**src/rtl/gia_pkg.sv**
```systemverilog
package gia_pkg;

	localparam int HEAP_DEPTH = 1024;
	localparam int IDX_W      = $clog2(HEAP_DEPTH);
	localparam int CNT_W      = IDX_W + 1;
	localparam int ROW_W      = 32;
	localparam int BIT_W      = $clog2(ROW_W);
	localparam int ROWS       = HEAP_DEPTH / ROW_W;
	localparam int ROW_AW     = $clog2(ROWS);

	localparam int FUNC_W     = 2;
	localparam int SLOT_W     = 11;
	localparam int GRANT_W    = 10;
	localparam int ADDR_W     = 48;
	localparam int STAT_W     = 2;
	localparam int HSIZE_W    = 11;
	localparam int INC_W      = 13;
	localparam int PROD_W     = SLOT_W + INC_W;
	localparam int CFG_IDX_W  = 2;

	localparam logic [HSIZE_W-1:0] HSIZE_RST = HSIZE_W'(1024);
	localparam logic [INC_W-1:0]   INC_RST   = INC_W'(32);

	typedef enum logic [CFG_IDX_W-1:0] {
		REG_HEAP_SIZE = 2'd0,
		REG_INCREMENT = 2'd1,
		REG_CPU_BASE  = 2'd2,
		REG_GPU_BASE  = 2'd3
	} reg_idx_t;

	typedef enum logic [FUNC_W-1:0] {
		FN_ALLOC   = 2'd0,
		FN_RELEASE = 2'd1,
		FN_CPU     = 2'd2,
		FN_GPU     = 2'd3
	} fn_t;

	typedef enum logic [STAT_W-1:0] {
		ST_OK      = 2'd0,
		ST_FULL    = 2'd1,
		ST_RANGE   = 2'd2,
		ST_INVALID = 2'd3
	} st_t;

	typedef enum logic [3:0] {
		S_IDLE,
		S_DECODE,
		S_SCAN,
		S_GROW,
		S_RMW_RD,
		S_RMW_WR,
		S_MUL,
		S_ADD,
		S_RESP
	} state_t;

	typedef struct packed {
		logic load;
		logic scan;
		logic take;
		logic grow;
		logic rd;
		logic wr;
		logic mul;
		logic add;
		logic set_status;
		st_t  code;
	} cmd_t;

	typedef struct packed {
		fn_t  func;
		logic invalid;
		logic out_range;
		logic hit;
		logic miss;
		logic grow_ok;
	} sts_t;

endpackage

```
**src/rtl/growing_index_allocator_core.sv**
```systemverilog
// Channel  Handshake              Payload
// in       in_valid / in_stall    func, slot_index
// out      out_valid / out_stall  granted_index, handle_address, status
// cfg      cfg_write              cfg_index, cfg_data
//
// One request at a time. Allocate scans the used-bit RAM one 32-bit row per
// cycle from the top of the reserve down, set by the single RAM read port.
// Release goes through RMW read and write, handle requests through multiply
// and add; rejects (invalid marker or out of range) go straight to response.
// Reset clears the per-row valid bits, so no clearing pass is needed.
// A result beat holds until out_stall drops; in_stall stays high meanwhile.
module growing_index_allocator_core (
	input  logic                          clk,
	input  logic                          arst_n,
	input  logic                          cfg_write,
	input  logic [gia_pkg::CFG_IDX_W-1:0] cfg_index,
	input  logic [gia_pkg::ADDR_W-1:0]    cfg_data,
	input  logic                          in_valid,
	output logic                          in_stall,
	input  logic [gia_pkg::FUNC_W-1:0]    func,
	input  logic [gia_pkg::SLOT_W-1:0]    slot_index,
	output logic                          out_valid,
	input  logic                          out_stall,
	output logic [gia_pkg::GRANT_W-1:0]   granted_index,
	output logic [gia_pkg::ADDR_W-1:0]    handle_address,
	output logic [gia_pkg::STAT_W-1:0]    status
);
	import gia_pkg::*;

	cmd_t cmd;
	sts_t sts;

	gia_ctrl u_ctrl (
		.clk       (clk),
		.arst_n    (arst_n),
		.in_valid  (in_valid),
		.in_stall  (in_stall),
		.out_valid (out_valid),
		.out_stall (out_stall),
		.sts       (sts),
		.cmd       (cmd)
	);

	gia_dpath u_dpath (
		.clk            (clk),
		.arst_n         (arst_n),
		.cfg_write      (cfg_write),
		.cfg_index      (cfg_index),
		.cfg_data       (cfg_data),
		.func           (func),
		.slot_index     (slot_index),
		.granted_index  (granted_index),
		.handle_address (handle_address),
		.status         (status),
		.cmd            (cmd),
		.sts            (sts)
	);

endmodule

```
**src/rtl/gia_ctrl.sv**
```systemverilog
module gia_ctrl (
	input  logic          clk,
	input  logic          arst_n,
	input  logic          in_valid,
	output logic          in_stall,
	output logic          out_valid,
	input  logic          out_stall,
	input  gia_pkg::sts_t sts,
	output gia_pkg::cmd_t cmd
);
	import gia_pkg::*;

	state_t state_q, state_d;

	always_ff @(posedge clk or negedge arst_n) begin
		if (!arst_n) begin
			state_q <= S_IDLE;
		end else begin
			state_q <= state_d;
		end
	end

	always_comb begin
		state_d   = state_q;
		cmd       = '0;
		cmd.code  = ST_OK;
		in_stall  = 1'b1;
		out_valid = 1'b0;
		case (state_q)
			S_IDLE: begin
				in_stall = 1'b0;
				if (in_valid) begin
					cmd.load = 1'b1;
					state_d  = S_DECODE;
				end
			end
			S_DECODE: begin
				case (sts.func)
					FN_ALLOC: begin
						state_d = S_SCAN;
					end
					FN_RELEASE: begin
						if (sts.invalid) begin
							cmd.set_status = 1'b1;
							cmd.code       = ST_INVALID;
							state_d        = S_RESP;
						end else if (sts.out_range) begin
							cmd.set_status = 1'b1;
							cmd.code       = ST_RANGE;
							state_d        = S_RESP;
						end else begin
							state_d = S_RMW_RD;
						end
					end
					default: begin
						if (sts.out_range) begin
							cmd.set_status = 1'b1;
							cmd.code       = ST_RANGE;
							state_d        = S_RESP;
						end else begin
							state_d = S_MUL;
						end
					end
				endcase
			end
			S_SCAN: begin
				cmd.scan = 1'b1;
				if (sts.hit) begin
					cmd.take = 1'b1;
					state_d  = S_RMW_RD;
				end else if (sts.miss) begin
					state_d = S_GROW;
				end
			end
			S_GROW: begin
				cmd.grow = 1'b1;
				if (sts.grow_ok) begin
					state_d = S_RMW_RD;
				end else begin
					cmd.set_status = 1'b1;
					cmd.code       = ST_FULL;
					state_d        = S_RESP;
				end
			end
			S_RMW_RD: begin
				cmd.rd  = 1'b1;
				state_d = S_RMW_WR;
			end
			S_RMW_WR: begin
				cmd.wr  = 1'b1;
				state_d = S_RESP;
			end
			S_MUL: begin
				cmd.mul = 1'b1;
				state_d = S_ADD;
			end
			S_ADD: begin
				cmd.add = 1'b1;
				state_d = S_RESP;
			end
			S_RESP: begin
				out_valid = 1'b1;
				if (!out_stall) begin
					state_d = S_IDLE;
				end
			end
			default: begin
				state_d = S_IDLE;
			end
		endcase
	end

endmodule

```
**src/rtl/gia_dpath.sv**
```systemverilog
module gia_dpath (
	input  logic                          clk,
	input  logic                          arst_n,
	input  logic                          cfg_write,
	input  logic [gia_pkg::CFG_IDX_W-1:0] cfg_index,
	input  logic [gia_pkg::ADDR_W-1:0]    cfg_data,
	input  logic [gia_pkg::FUNC_W-1:0]    func,
	input  logic [gia_pkg::SLOT_W-1:0]    slot_index,
	output logic [gia_pkg::GRANT_W-1:0]   granted_index,
	output logic [gia_pkg::ADDR_W-1:0]    handle_address,
	output logic [gia_pkg::STAT_W-1:0]    status,
	input  gia_pkg::cmd_t                 cmd,
	output gia_pkg::sts_t                 sts
);
	import gia_pkg::*;

	// configuration
	logic [HSIZE_W-1:0] heap_size_q;
	logic [INC_W-1:0]   inc_q;
	logic [ADDR_W-1:0]  cpu_base_q;
	logic [ADDR_W-1:0]  gpu_base_q;

	always_ff @(posedge clk or negedge arst_n) begin
		if (!arst_n) begin
			heap_size_q <= HSIZE_RST;
			inc_q       <= INC_RST;
			cpu_base_q  <= '0;
			gpu_base_q  <= '0;
		end else if (cfg_write) begin
			case (reg_idx_t'(cfg_index))
				REG_HEAP_SIZE: heap_size_q <= cfg_data[HSIZE_W-1:0];
				REG_INCREMENT: inc_q       <= cfg_data[INC_W-1:0];
				REG_CPU_BASE:  cpu_base_q  <= cfg_data;
				REG_GPU_BASE:  gpu_base_q  <= cfg_data;
				default: ;
			endcase
		end
	end

	// request and reserve
	fn_t               func_q;
	logic [SLOT_W-1:0] slot_q;
	logic [CNT_W-1:0]  rc_q;
	logic [IDX_W-1:0]  target_q;

	logic [IDX_W-1:0]  top_idx;
	logic [ROW_AW-1:0] top_row;
	logic [BIT_W-1:0]  top_bit;
	assign top_idx = IDX_W'(rc_q - CNT_W'(1));
	assign top_row = top_idx[IDX_W-1:BIT_W];
	assign top_bit = top_idx[BIT_W-1:0];

	// growth: double, clamped to heap_size limited to 1..HEAP_DEPTH
	logic [CNT_W-1:0] lim;
	logic [CNT_W:0]   dbl;
	logic [CNT_W-1:0] grown;
	always_comb begin
		if (heap_size_q == '0) begin
			lim = CNT_W'(1);
		end else if (CNT_W'(heap_size_q) > CNT_W'(HEAP_DEPTH)) begin
			lim = CNT_W'(HEAP_DEPTH);
		end else begin
			lim = CNT_W'(heap_size_q);
		end
		dbl = {rc_q, 1'b0};
		if (dbl > {1'b0, lim}) begin
			grown = lim;
		end else begin
			grown = dbl[CNT_W-1:0];
		end
	end

	// used-bit memory; rows never written read as zero, and bits at or above
	// the reserve are never set, so growth needs no fill
	logic [ROW_W-1:0]  mem [ROWS];
	logic [ROWS-1:0]   row_vld_q;
	logic [ROW_W-1:0]  rd_data_q;
	logic              rd_vld_q;
	logic              rd_en;
	logic [ROW_AW-1:0] rd_addr;
	logic [ROW_W-1:0]  eff_row;
	logic [ROW_W-1:0]  wr_row;
	logic [ROW_W-1:0]  bit_sel;
	logic [ROW_AW-1:0] tgt_row;

	logic [ROW_AW-1:0] scan_row_q;
	logic              scan_live_q;
	logic              pend_s1;
	logic [ROW_AW-1:0] row_s1;

	assign tgt_row = target_q[IDX_W-1:BIT_W];
	assign rd_en   = (cmd.scan && scan_live_q) || cmd.rd;
	assign rd_addr = cmd.scan ? scan_row_q : tgt_row;
	assign eff_row = rd_vld_q ? rd_data_q : '0;
	assign bit_sel = ROW_W'(1) << target_q[BIT_W-1:0];
	assign wr_row  = (func_q == FN_ALLOC) ? (eff_row | bit_sel) : (eff_row & ~bit_sel);

	always_ff @(posedge clk) begin
		if (cmd.wr) begin
			mem[tgt_row] <= wr_row;
		end
		if (rd_en) begin
			rd_data_q <= mem[rd_addr];
		end
	end

	always_ff @(posedge clk or negedge arst_n) begin
		if (!arst_n) begin
			row_vld_q <= '0;
			rd_vld_q  <= 1'b0;
		end else begin
			if (cmd.wr) begin
				row_vld_q[tgt_row] <= 1'b1;
			end
			if (rd_en) begin
				rd_vld_q <= row_vld_q[rd_addr];
			end
		end
	end

	// scan: one row issued per cycle, top row down, evaluated from the registered read data
	logic [ROW_W-1:0] row_mask;
	logic [ROW_W-1:0] free_vec;
	logic [BIT_W-1:0] hit_bit;
	logic             any_free;
	always_comb begin
		for (int b = 0; b < ROW_W; b++) begin
			row_mask[b] = (row_s1 != top_row) || (BIT_W'(b) <= top_bit);
		end
		free_vec = ~eff_row & row_mask;
		hit_bit  = '0;
		for (int b = 0; b < ROW_W; b++) begin
			if (free_vec[b]) begin
				hit_bit = BIT_W'(b);
			end
		end
		any_free = |free_vec;
	end

	always_ff @(posedge clk or negedge arst_n) begin
		if (!arst_n) begin
			scan_live_q <= 1'b0;
			pend_s1     <= 1'b0;
		end else if (cmd.load) begin
			scan_live_q <= 1'b1;
			pend_s1     <= 1'b0;
		end else if (cmd.scan) begin
			pend_s1 <= scan_live_q;
			if (scan_live_q && scan_row_q == '0) begin
				scan_live_q <= 1'b0;
			end
		end
	end

	always_ff @(posedge clk) begin
		if (cmd.load) begin
			scan_row_q <= top_row;
		end else if (cmd.scan && scan_live_q) begin
			row_s1 <= scan_row_q;
			if (scan_row_q != '0) begin
				scan_row_q <= scan_row_q - ROW_AW'(1);
			end
		end
	end

	always_ff @(posedge clk or negedge arst_n) begin
		if (!arst_n) begin
			rc_q <= CNT_W'(1);
		end else if (cmd.grow && (grown > rc_q)) begin
			rc_q <= grown;
		end
	end

	logic [PROD_W-1:0] prod_q;
	logic [ADDR_W-1:0] base;
	assign base = (func_q == FN_CPU) ? cpu_base_q : gpu_base_q;

	logic [GRANT_W-1:0] granted_q;
	logic [ADDR_W-1:0]  addr_q;
	st_t                status_q;

	always_ff @(posedge clk) begin
		if (cmd.load) begin
			func_q    <= fn_t'(func);
			slot_q    <= slot_index;
			target_q  <= slot_index[IDX_W-1:0];
			granted_q <= '0;
			addr_q    <= '0;
			status_q  <= ST_OK;
		end else begin
			if (cmd.take) begin
				target_q <= {row_s1, hit_bit};
			end
			if (cmd.grow) begin
				target_q <= IDX_W'(grown - CNT_W'(1));
			end
			if (cmd.mul) begin
				prod_q <= slot_q * inc_q;
			end
			if (cmd.add) begin
				addr_q <= base + ADDR_W'(prod_q);
			end
			if (cmd.wr && func_q == FN_ALLOC) begin
				granted_q <= GRANT_W'(target_q);
			end
			if (cmd.set_status) begin
				status_q <= cmd.code;
			end
		end
	end

	assign sts.func      = func_q;
	assign sts.invalid   = (slot_q == SLOT_W'(HEAP_DEPTH));
	assign sts.out_range = (CNT_W'(slot_q) >= rc_q);
	assign sts.hit       = pend_s1 && any_free;
	assign sts.miss      = pend_s1 && !any_free && (row_s1 == '0);
	assign sts.grow_ok   = (grown > rc_q);

	assign granted_index  = granted_q;
	assign handle_address = addr_q;
	assign status         = status_q;

endmodule

```
**config.mk**
```make
export PLATFORM = sky130hd
export DESIGN_NAME = growing_index_allocator_core
export DESIGN_NICKNAME = d
export VERILOG_FILES = /design/src/rtl/gia_pkg.sv /design/src/rtl/growing_index_allocator_core.sv /design/src/rtl/gia_ctrl.sv /design/src/rtl/gia_dpath.sv
export SDC_FILE = /design/constraint.sdc
export NUM_CORES = 2
export LEC_CHECK = 0
export ABC_AREA = 1
export BUFFER_PORTS_ARGS = -buffer_cell sky130_fd_sc_hd__buf_2
export CAP_MARGIN = 40
export CORE_ASPECT_RATIO = 1.25
export CORE_MARGIN = 2
export CORE_UTILIZATION = 40
export CTS_BUF_LIST = sky130_fd_sc_hd__clkbuf_2 sky130_fd_sc_hd__clkbuf_4 sky130_fd_sc_hd__clkbuf_8
export DETAILED_ROUTE_END_ITERATION = 7
export PLACE_DENSITY_LB_ADDON = 0.3
export SLEW_MARGIN = 20
export SYNTH_ARGS = -nofsm -noshare
export SYNTH_HDL_FRONTEND = slang
export SYNTH_SLANG_ARGS = --single-unit
```
**constraint.sdc**
```tcl
create_clock -name clk -period 6.64 [get_ports clk]
set_clock_uncertainty 0.1 [all_clocks]
set_input_delay 0.664 -clock clk [delete_from_list [all_inputs] [get_ports clk]]
set_output_delay 0.664 -clock clk [all_outputs]
set_load 0.02 [all_outputs]
```
**Word-level counts from Yosys, hierarchy flattened**

Memory sizes are Yosys's and may differ from the RTL's. A register that Yosys moved wholly into a read port is not among the register bits.
Index checks and enable logic that the tools add are counted.

- Logic and storage cells: 236
- Memory bits (writable): 1024
- Flip-flop bits (word level): 287
- Memories kept: 1
- Output and inout bits: 62
- Input port bits: 68

- Multiply operators: 1
- Reductions and logical operators: 65
- Equality and inequality tests: 18
- Add/sub/neg operators: 4
- Bitwise gates (word level): 7
- Shift operators: 1
- Multiplexer cells: 81
- $lt $le $gt $ge: 39

Memory list:

| memory | depth | bits a word | rd ports | clocked after memory_dff | wr ports | RTL line | RTL |
|---|---|---|---|---|---|---|---|
| u_dpath.mem | 32 | 32 | 1 | 1 | 1 | gia_dpath.sv:75 | `logic [ROW_W-1:0] mem [ROWS];` |

Operators by type and width:

| kind | number |
|---|---|
| 5-bit 2-to-1 mux | 20 |
| 5-bit <= comparator (first input constant) | 16 |
| 32-bit AND | 2 |
| 32-bit 2-to-1 mux | 2 |
| 4-bit 2-to-1 mux | 16 |
| 32-bit inverter | 2 |
| 32-bit bitwise OR | 2 |
| 48-bit by 24-bit adder with 48-bit output | 1 |
| 48-bit 2-to-1 mux | 1 |
| 4-bit by 5-bit <= comparator with 1-bit output (first input constant) | 8 |
| 1-bit logical OR | 33 |
| 11-bit 2-to-1 mux | 3 |
| 4-bit one-hot mux with 8 select lines | 1 |
| 32-bit OR reduction | 1 |
| 1-bit by 5-bit << shifter with 32-bit output (first input constant) | 1 |
| 10-bit 2-to-1 mux | 3 |
| 11-bit by 13-bit multiplier with 24-bit output | 1 |
| 3-bit 2-to-1 mux | 7 |
| 3-bit by 5-bit <= comparator with 1-bit output (first input constant) | 4 |
| 1-bit 2-to-1 mux | 20 |
| 10-bit by 1-bit subtractor with 10-bit output (second input constant) | 2 |
| 4-bit by 3-bit == test with 1-bit output (second input constant) | 4 |
| 2-bit AND reduction | 8 |
| 12-bit by 11-bit greater-than comparator with 1-bit output | 1 |
| other kinds (34) | 57 |

**Longest topological paths before layout**

- Word-level depth: 38
- Mapped depth: 46
- Mapped depth without buffers: 44

**Modules after synthesis**

Synthesis repeated with hierarchy kept, for this count alone.

- Cells, all modules: 5402
- Area, all modules: 60949.7 µm²

By module, submodules not included:

| module | seq. area each (µm²) | cells an instance | instances | area each (µm²) |
|---|---|---|---|---|
| gia_dpath | 38780.9 | 5329 | 1 | 60519.3 |
| gia_ctrl | 100.1 | 73 | 1 | 430.4 |

**Worst setup path after synthesis**

Ideal clock, no wire load.

- Kind: register -> register
- From: register u_dpath.slot_q[3]
- To: register u_dpath.prod_q[23] (data pin)
- Setup time: 0.260 ns
- Arrival: 5.493 ns
- Path buffers: 1
- Slack: 0.786 ns
- Cell stages (with the launch flop): 31
- Period minus slack after synthesis: 5.854 ns
- Data required time: 6.280 ns
- Path through: edfxtp_1 -> clkbuf_1 -> nand2_1 -> fa_1 -> inv_1 -> ha_1 -> inv_1 -> fa_1 -> fa_1 -> fa_1 -> inv_1 -> ha_1 -> nand3b_1 -> and2_1 -> inv_1 -> a21oi_1 -> o21bai_1 -> a21o_1 -> a21oi_1 -> o21ai_0 -> a21oi_1 -> o21bai_1 -> nand3_1 -> nand2_1 -> a21o_1 -> a21oi_1 -> o21ai_0 -> a21oi_1 -> nor2_1 -> nor2_1 -> xor2_1

- Cells in the longest elaborated chain, start to end: 1

RTL lines:

| what | RTL line | RTL |
|---|---|---|
| start: declaration | gia_dpath.sv:42 | `logic [SLOT_W-1:0] slot_q;` |
| start signal: assignment | gia_dpath.sv:185 | `slot_q <= slot_index;` |
| 11-bit by 13-bit multiplier with 24-bit output | gia_dpath.sv:198 | `prod_q <= slot_q * inc_q;` |
| end signal: assignment | gia_dpath.sv:198 |  |
| end: declaration | gia_dpath.sv:174 | `logic [PROD_W-1:0] prod_q;` |

Every way passes these cells.
A chain may end at the register's enable or synchronous reset.

**Worst setup path after layout**

- From: register u_dpath.inc_q[6]
- To: register u_dpath.prod_q[23] (data pin)

- Cells in the longest elaborated chain, start to end: 1

RTL lines:

| what | RTL line | RTL |
|---|---|---|
| start: declaration | gia_dpath.sv:19 | `logic [INC_W-1:0] inc_q;` |
| start signal: assignment | gia_dpath.sv:32 | `REG_INCREMENT: inc_q <= cfg_data[INC_W-1:0];` |
| 11-bit by 13-bit multiplier with 24-bit output | gia_dpath.sv:198 |  |

Every way passes these cells.

==> results_dict.tcl <==
set metrics [dict create \
    synthMuxAreaShare 0.00626 \
    grt_pass1_wl_um 270000 \
    status "finished clean" \
    gr-total-overflow 0 \
    nFillCells 13704 \
    place_congestion 0.917 \
    path_clk_slew_ns 0.07 \
    grt_pass1_vias 42489 \
    ys.flop_type "edfxtp_1" \
    finalPower_uw 29700 \
    htreeDepth 4 \
    cts-root-buf "clkbuf_8" \
    synth_compound_area_frac 0.134 \
    fin_area_um2 69400 \
    end_kind "flip-flop" \
    synth-warning-count 0 \
    dp_hpwl_um 108000 \
    hold_viol 0 \
    fin_cells 7753 \
    synth_xor_area_frac 0.00960 \
    worstPathArrival_ns 6.66 \
    dr.pass1.iters 7 \
    routedWlPerCell_um 23.4 \
    grt.total_usage 0.231 \
    cp_max_fo 12 \
    syn_nets 5653 \
    port-buffer-count 129 \
    drive_gt1_frac 0.135 \
    critical_path.max_stage_delay_ns 0.70 \
    fp.dieH_um 440 \
    syn_area_per_cell_um2 11.3 \
    die_w_um 352 \
    ctsResizeCount 0 \
    maxCapViolCount 0 \
    report.final.slew_viol_count 0 \
    setup_tns_ns 0 \
    power.leakage_uw 0.0263 \
    syn_inst 5361 \
    start_util 0.404 \
    area_growth_pct 14.3 \
    core_um2 150000 \
    cts_buffer_depth 3 \
    crit_chain "nand2_1 > fa_1 > inv_1 > fa_1 > inv_1 > fa_1 > inv_1 > fa_1 > fa_1 > ha_1 > a21o_1 > a21oi_1 > o21ai_0 > a21oi_1 > o21bai_1 > nand3_1 > nand2_1 > a21o_1 > a21oi_1 > o21ai_0 > a21oi_1 > nor2_1 > nor2_1 > xor2_1" \
    clkLatencyLatePin_ns 0.93 \
    cp-start-kind "flip-flop" \
    final_cell_mix "1113 x edfxtp_1, 780 x o21ai_0, 715 x nor2_1, 589 x nand2_1, 401 x inv_1" \
    cts_tree "done" \
    grt_max_degree 189 \
    synth_top_family_by_area "compound AO/OA/AOI/OAI gates" \
    place_inst 7336 \
    relSlewSlack 0.325 \
    layout_min_cycle_time_ns 6.09 \
    critPathRequiredTime_ns 7.21 \
    ios 130 \
    power_density_nw_per_um2 427 \
    synth-async-reset-ratio 0.127 \
    slowest_stage "dfrtp_1" \
    worst_pin_slew_ns 1.00 \
    drtAntennaViolNets 0 \
    layout_setup_ws_ns 0.550 \
    synthAdderAreaFrac 0.0584 \
    seq_area_frac_synth 0.640 \
    ys_ff_latch 1343 \
    synth_cell_types 59 \
    max_freq_mhz 164 \
    wl_um 182000 \
    rsz0062_at_grt "false" \
    numCtsBuffers 200 \
    setup_violations 0 \
    finalNetCount 5875 \
    yosys.area_share.simple 0.105 \
    post_dp_cell_area_um2 64800 \
    post_cts_buffers 0 \
    route.vias.total 42926 \
    period_share 0.917 \
    crit_type "flip-flop to flip-flop" \
    dieArea_um2 155000 \
    cp_common_cell "fa_1" \
    drcViolationCount 0 \
    vias_per_cell 5.54 \
    min_path_type "input pin to flip-flop" \
    drt-initial-drc-count 4680 \
    cts.sinks 1343 \
    layout_commonest_cell "edfxtp_1" \
    syn_area_um2 60700 \
    preCtsSetupSlack_ns 0.553 \
    num_rows 159 \
    synth_edf_count 1113 \
    max-vdd-ir-drop_mv 0.421 \
    antenna_found_initial 2 \
]
==> power by group <==
group | total (uW) | leakage [uW] | switching (uW) | internal, uW
clock network | 6770 | 0.00210 | 3240 | 3530
registers | 10900 | 0.0129 | 312 | 10600
logic | 12000 | 0.0113 | 8220 | 3740
total | 29700 | 0.0263 | 11800 | 17900
==> area by class of cell <==
type / instances / area, um2 / share of cell area
flip-flops and latches: 1343 / 38900 / 0.560
multi-input cells: 3276 / 19500 / 0.282
clock buffers: 281 / 3420 / 0.0493
repair buffers: 340 / 2860 / 0.0412
well taps: 2012 / 2520 / 0.0363
inverters: 422 / 1610 / 0.0232
clock inverters: 77 / 556 / 0.00801
diodes: 2 / 5.00 / 0.0000721
==> routing by layer <==
layer  vias up  GRT usage  share of wire
met5         -          0              0
met2      1663      0.404           0.50
met4         0     0.0921          0.039
met3       375     0.0358          0.062
met1     21329      0.287           0.40
li1      19559          -              -
==> final timing paths <==
| check | startpoint | to | slack (ns) | cells past startpoint |
|---|---|---|---|---|
| setup / recovery | u_dpath.inc_q[6]$_DFFE_PN0P_ | u_dpath.prod_q[23]$_DFFE_PP_ | 0.55 | 24 |
| hold / removal | cfg_data[5] | u_dpath.cpu_base_q[5]$_DFFE_PN0P_ | 0.09 | 3 |
| setup reg to reg | u_dpath.inc_q[6]$_DFFE_PN0P_ | u_dpath.prod_q[23]$_DFFE_PP_ | 0.55 | 24 |
| hold reg to reg | u_dpath.granted_index[2]$_SDFFE_PP0P_ | u_dpath.granted_index[2]$_SDFFE_PP0P_ | 0.36 | 2 |
| max in group asynchronous | arst_n | u_dpath.gpu_base_q[6]$_DFFE_PN0P_ | 4.99 | 4 |
| min in group asynchronous | arst_n | u_dpath.row_vld_q[22]$_DFFE_PN0P_ | 0.13 | 2 |
==> sequential cells by signal, summed over array words and instances (netlist names), 2 cells and up <==
name,cells
u_dpath.rc_q,11
u_dpath.slot_q,11
u_dpath.heap_size_q,11
u_ctrl.state_q,4
u_dpath.row_s1,5
u_dpath.row_vld_q,32
u_dpath.rd_data_q,32
u_dpath.prod_q,24
u_dpath.gpu_base_q,48
u_dpath.cpu_base_q,48
u_dpath.scan_row_q,5
u_dpath.status,2
u_dpath.granted_index,10
u_dpath.target_q,10
u_dpath.handle_address,48
u_dpath.mem,1024
u_dpath.func_q,2
u_dpath.inc_q,13
==> per-stage QoR <==
stage / hold slack (ns) / util
2_1_floorplan: 0.268 / -
3_3_place_gp: 0.339 / 0.428
3_5_place_dp: 0.346 / 0.431
4_1_cts: 0.00114 / 0.461
5_1_grt: 0.0273 / 0.461
6_report: 0.0885 / 0.461
==> repair_timing <==
item                                    4_1_cts  5_1_grt
endpoints found under the hold margin       183        0
hold buffers                                 55        0
endpoints found under the setup margin        0        0
==> worst max-delay path: cells and delay by family (launching register included) <==
kind                       cells  cell delay, ns
adders and majority gates      6            2.89
AOI/OAI and AO/OA              9            1.46
and+or+nand+nor                5            0.48
buffers and inverters          3            0.15
xor gates and xnor gates       1            0.07
DFF                            1            0.70
==> Yosys cell counts (all sizes together), types with 2 or more instances <==
cell	instances	share of area
nand2	599	0.037
mux2i	2	0.00033
and2	2	0.00021
o211ai	60	0.0074
o31ai	10	0.0012
nand3	148	0.012
or2	24	0.0025
fa	99	0.033
nand4	11	0.0011
clkbuf	312	0.019
o22ai	63	0.0065
nor4	9	0.00093
dfrtp	167	0.069
edfxtp	1113	0.55
dfxtp	60	0.020
buf	8	0.00066
nor2	763	0.048
mux2	32	0.0059
clkinv	7	0.00054
xor2	50	0.0072
dfstp	3	0.0013
o41ai	2	0.00029
a211oi	3	0.00037
a21oi	113	0.0094
a21o	4	0.00049
a31oi	62	0.0064
nor3	22	0.0020
o221ai	209	0.030
ha	125	0.026
o211a	8	0.0013
o21bai	6	0.00074
o311ai	7	0.0010
inv	415	0.026
a311oi	9	0.0013
o21ai	812	0.067
xnor2	14	0.0020
==> logic make-up after synthesis <==
| logic type | count (synthesis) |
|---|---|
| multiplexers | 34 |
| adder cells (fa/ha/maj) | 224 |
| flip-flops | 1343 |
| AND/OR/NAND/NOR | 1581 |
| AO/OA/AOI/OAI | 1372 |
| XOR/XNOR | 65 |
| buffers and inverters | 742 |
(Power assumes the default switching activity.)
